## src/hdl/oflc_pkg.sv

```systemverilog
`timescale 1ns / 1ps

package oflc_pkg;

  localparam int OffsetBits  = 24;
  localparam int ByteBits    = 8;
  localparam int CmdBits     = 2;
  localparam int StatusBits  = 2;
  localparam int FileIdBits  = 4;
  localparam int LineNumBits = 13;
  localparam int ColumnBits  = 25;
  localparam int InDataBits  = 32;
  localparam int OutDataBits = 48;
  localparam int OutPadBits  = OutDataBits - ColumnBits - LineNumBits - FileIdBits;

  localparam int DefMaxFiles = 16;
  localparam int DefMaxLines = 4096;

  localparam logic [ByteBits-1:0] NewlineByte = 8'd10;

  typedef enum logic [CmdBits-1:0] {
    CMD_BEGIN  = 2'd0,
    CMD_BYTE   = 2'd1,
    CMD_LOOKUP = 2'd2,
    CMD_NOP    = 2'd3
  } cmd_e;

  typedef enum logic [StatusBits-1:0] {
    ST_OK        = 2'd0,
    ST_NOT_FOUND = 2'd1,
    ST_FULL      = 2'd2,
    ST_NO_FILE   = 2'd3
  } status_e;

  typedef struct packed {
    logic in_ready;
    logic latch;
    logic exec;
    logic fs_init;
    logic f_read_mid;
    logic f_read_last;
    logic f_cmp;
    logic set_nf;
    logic ls_init;
    logic l_read_mid;
    logic l_read_last;
    logic l_cmp;
    logic set_ok;
    logic load_out;
  } ctrl_cmd_t;

  typedef struct packed {
    cmd_e cmd;
    logic srch_done;
    logic lo_zero;
    logic past_end;
    logic out_free;
  } ctrl_stat_t;

endpackage

```

## src/hdl/oflc_ctrl.sv

```systemverilog
`timescale 1ns / 1ps

module oflc_ctrl (
  input  logic                   clk_i,
  input  logic                   rst_ni,
  input  logic                   in_valid_i,
  input  oflc_pkg::ctrl_stat_t   stat_i,
  output oflc_pkg::ctrl_cmd_t    ctrl_o
);

  typedef enum logic [8:0] {
    S_IDLE   = 9'b0_0000_0001,
    S_DECODE = 9'b0_0000_0010,
    S_FPROBE = 9'b0_0000_0100,
    S_FCMP   = 9'b0_0000_1000,
    S_FREC   = 9'b0_0001_0000,
    S_LPROBE = 9'b0_0010_0000,
    S_LCMP   = 9'b0_0100_0000,
    S_LREAD  = 9'b0_1000_0000,
    S_DONE   = 9'b1_0000_0000
  } state_e;

  state_e state_q, state_d;

  always_comb begin
    state_d = state_q;
    ctrl_o  = '0;
    unique case (state_q)
      S_IDLE: begin
        ctrl_o.in_ready = 1'b1;
        if (in_valid_i) begin
          ctrl_o.latch = 1'b1;
          state_d      = S_DECODE;
        end
      end
      S_DECODE: begin
        unique case (stat_i.cmd)
          oflc_pkg::CMD_BEGIN, oflc_pkg::CMD_BYTE: begin
            ctrl_o.exec = 1'b1;
            state_d     = S_DONE;
          end
          oflc_pkg::CMD_LOOKUP: begin
            ctrl_o.fs_init = 1'b1;
            state_d        = S_FPROBE;
          end
          default: state_d = S_IDLE;
        endcase
      end
      S_FPROBE: begin
        if (stat_i.srch_done) begin
          if (stat_i.lo_zero) begin
            ctrl_o.set_nf = 1'b1;
            state_d       = S_DONE;
          end else begin
            ctrl_o.f_read_last = 1'b1;
            state_d            = S_FREC;
          end
        end else begin
          ctrl_o.f_read_mid = 1'b1;
          state_d           = S_FCMP;
        end
      end
      S_FCMP: begin
        ctrl_o.f_cmp = 1'b1;
        state_d      = S_FPROBE;
      end
      S_FREC: begin
        if (stat_i.past_end) begin
          ctrl_o.set_nf = 1'b1;
          state_d       = S_DONE;
        end else begin
          ctrl_o.ls_init = 1'b1;
          state_d        = S_LPROBE;
        end
      end
      S_LPROBE: begin
        if (stat_i.srch_done) begin
          ctrl_o.l_read_last = 1'b1;
          state_d            = S_LREAD;
        end else begin
          ctrl_o.l_read_mid = 1'b1;
          state_d           = S_LCMP;
        end
      end
      S_LCMP: begin
        ctrl_o.l_cmp = 1'b1;
        state_d      = S_LPROBE;
      end
      S_LREAD: begin
        ctrl_o.set_ok = 1'b1;
        state_d       = S_DONE;
      end
      S_DONE: begin
        // hold the result until the output register frees up
        if (stat_i.out_free) begin
          ctrl_o.load_out = 1'b1;
          state_d         = S_IDLE;
        end
      end
      default: state_d = S_IDLE;
    endcase
  end

  always_ff @(posedge clk_i or negedge rst_ni) begin
    if (!rst_ni) begin
      state_q <= S_IDLE;
    end else begin
      state_q <= state_d;
    end
  end

endmodule

```

## config.mk

```make
export PLATFORM = sky130hd
export DESIGN_NAME = oflc_ctrl
export DESIGN_NICKNAME = d
export VERILOG_FILES = /design/src/hdl/oflc_pkg.sv /design/src/hdl/oflc_ctrl.sv
export SDC_FILE = /design/constraint.sdc
export NUM_CORES = 1
export LEC_CHECK = 0
export BUFFER_PORTS_ARGS = -buffer_cell sky130_fd_sc_hd__buf_2
export CAP_MARGIN = 10
export CORE_MARGIN = 2
export CORE_UTILIZATION = 47
export DETAILED_ROUTE_END_ITERATION = 10
export HOLD_SLACK_MARGIN = 0.12
export PLACE_DENSITY = 0.76
export RECOVER_POWER = 50
export SLEW_MARGIN = 20
export SYNTH_ARGS = -nofsm -noshare
export SYNTH_HDL_FRONTEND = slang
export SYNTH_SLANG_ARGS = --single-unit
```

## constraint.sdc

```tcl
create_clock -name clk_i -period 2.2 [get_ports clk_i]
set_input_delay 0.11 -clock clk_i [delete_from_list [all_inputs] [get_ports clk_i]]
set_output_delay 0.11 -clock clk_i [all_outputs]
set_load 0.005 [all_outputs]
```

==> out/metrics.yaml <==
outcome:
  status: "complete, but fails checks"
  violations: "setup timing"
route:
  wl_met2_um: 741
  wl_met3_um: 51
  wl_um: 1470
  wl_met1_um: 664
  viasPerCell: 5.689
  antenna_left: 0
  drc: 0
  vias: 694
  routed.top_layer: "met4"
  dr.pass1.iters: 4
  wl_per_cell_um: 12.05
  drt-initial-drc-count: 8
clock_network:
  cts-htree-levels: 1
  clockBufferDepth: 2
  clk_latency_ns: 0.25
  cts-root-buf: "clkbuf_4"
  clk_pin_slew_ns: 0.06
  cts.sinks: 9
  numCtsBuffers: 3
  cts_tree: "built"
place:
  place_area_um2: 757.0
  port_buffers: 22
  dpl_worst_slack_ns: 0.2683
  gp_congestion: 0.7120
  dp.cells: 115
  dp_hpwl_um: 1145
cells_and_area:
  final_layout_size_suffix_gt1_share_pct: 28.04
  seqCellArea_um2: 226.5
  regMostFlops: "state_q"
  n_fill_cell: 112
  diodes: 0
  syn_to_final_growth_pct: 27.40
  fin_area_um2: 814.5
  largest_reg_flops: 9
  nNetsFinal: 117
  multi_input_area_um2: 385.4
  top_regs: "state_q x9"
  final_cells: 122
worst_setup_path:
  crit_type: "reg2out"
  crit_path_end: "ctrl_o[11]"
  r2r_end: "state_q[8]"
  critPathMaxFanout: 4
  ff2ff_path_depth: 5
  end_kind: "output pin"
  startpoint_type: "flip-flop"
  reg2reg_slack_ns: 0.26
  reg2reg_from: "state_q[3]"
  worstPathArrival_ns: 2.09
  required_ns: 2.09
  crit_start: "state_q[3]"
worst_hold_path:
  hp-class: "in2reg"
sta:
  layout_min_cycle_time_ns: 2.204
  hold_viol_final: 0
  max-slew-margin-rel_pct: 70.55
  finClkSkew_ns: 0.004915
  grt_setup_unrepaired: "true"
  fmax_ghz: 0.4538
  fin_ws_ns: -0.003629
  finalSetupViolCount: 1
  finalCritPeriodShare_pct: 100.2
  drv_slew: 0
  tightestPinTransition_ns: 0.4418
  fin_hold_ws_ns: 0.1268
logic_synthesis:
  ys_types: 30
  synth_area_leaders: "dfrtp_1 31%, nor2_1 9.4%, nor3_1 4.7%"
  syn_area_um2: 639.4
  netlist_instances: 81
  synth_area_per_cell_um2: 7.893
  synth_warnings: 0
  syn-num-nets: 90
  ys_ff_latch: 9
  ys_seq_area_share_pct: 35.42
  synth_top_area_share_pct: 31.31
  yosys.area.top_type: "dfrtp_1"
floorplanning:
  die_y_um: 40.88
  dieArea_um2: 1671
  initial_core_util_pct: 49.76
  coreArea_um2: 1285
  ioPinCount: 23
  num_rows: 13
  die_x_um: 40.88
grt:
  grt_pass1_vias: 551
  grt_pass1_wl_um: 2277
  grt_max_degree: 11
  grtUsageTotal_pct: 21.31
  antenna_found_initial: 0
  overflow: 0
power:
  powerDensity_nw_per_um2: 798.0
  p_leak_nw: 0.4164
  total_power_mw: 0.6500
  irDropWorstVdd_mv: 0.6598
run:
  cap_violations: 0
## worst min path at each step
stage                     slack, ns    endpoint  cells past startpoint  startpoint
final                          0.13  state_q[1]                      2  in_valid_i
after global routing           0.15  state_q[1]                      2  in_valid_i
after CTS                      0.13  state_q[1]                      2  in_valid_i
after detailed placement      -0.04  state_q[4]                      1      rst_ni
after global placement        -0.04  state_q[8]                      1      rst_ni
after floorplan               -0.19  state_q[1]                      0      rst_ni
## layout make-up
cell class              count  area share [%]
multi-input cells          64           47.31
flip-flops and latches      9           27.80
repair buffers             26           17.51
clock buffers               4           3.226
well taps                  15           2.304
inverters                   4           1.843
## layer usage
layer / GRT usage (%) / vias to the layer above
li1: - / 336
met4: 13.33 / 0
met3: 2.174 / 2
met2: 35.94 / 16
met5: 0 / -
met1: 25.61 / 340
## stage by stage
| step | TNS (ns) | utilization, % |
|---|---|---|
| floorplan | 0 | - |
| global placement | 0 | 58.91 |
| detailed placement | 0 | 58.91 |
| CTS | -0.01365 | 63.29 |
| global route | -0.2487 | 63.39 |
| finish | -0.003629 | 63.39 |
## placed cells by master (no fill, tap or decap), drive strengths merged, types with 3 or more instances in the layout
| master | n |
|---|---|
| or4 | 3 |
| nor2 | 16 |
| nand4 | 4 |
| dfrtp | 8 |
| buf | 21 |
| and2 | 3 |
| nor3 | 7 |
| inv | 4 |
| nor2b | 4 |
| a21oi | 3 |
| nand3 | 3 |
| dlygate4sd3 | 3 |
| nand2 | 5 |
| clkbuf | 6 |
## critical path, cell delays in order (launching register included)
cell and delay [ns]:
dfrtp_1 0.40, or4_4 0.56, or4_4 0.48, nor4b_4 0.25, buf_2 0.15
## cells by family (layout without fill, tap and decap cells)
| logic type | Yosys count | in the layout | share of synthesized area, % |
|---|---|---|---|
| AOI/OAI and AO/OA | 8 | 8 | 7.633 |
| xor gates and xnor gates | 1 | 1 | 1.370 |
| buffers and inverters | 8 | 34 | 5.283 |
| DFF | 9 | 9 | 35.42 |
| and+or+nand+nor | 55 | 55 | 50.30 |
## synth_stat cells, drive strengths merged
| master | number |
|---|---|
| xnor2 | 1 |
| nor2b | 4 |
| o32ai | 1 |
| clkbuf | 3 |
| nand3 | 3 |
| nand4 | 4 |
| nand3b | 1 |
| dfrtp | 8 |
| buf | 1 |
| or3 | 1 |
| o21ai | 2 |
| nand4b | 2 |
| and4 | 1 |
| nor3 | 7 |
| or2 | 2 |
| o21a | 1 |
| inv | 4 |
| dfstp | 1 |
| nor2 | 16 |
| o211ai | 1 |
| nor4 | 1 |
| or4 | 3 |
| a21oi | 3 |
| nor4b | 1 |
| nand2b | 1 |
| and2 | 3 |
| nand2 | 5 |
## power breakdown
part | total, mW | switching, mW | leakage (nW) | internal (mW)
Sequential | 0.245 | 0.0504 | 0.121 | 0.195
Clock | 0.120 | 0.0508 | 0.0150 | 0.0695
Combinational | 0.284 | 0.147 | 0.280 | 0.138
## repair_timing
item / in CTS / in global routing
setup endpoints to repair: 2 / 4
buffers inserted: 0 / 0
hold buffers: 3 / 0
pin swaps: 0 / 0
resized for setup: 0 / 1
endpoints found under the hold margin: 12 / 0
No activity file was read; power rests on OpenSTA's default activity.
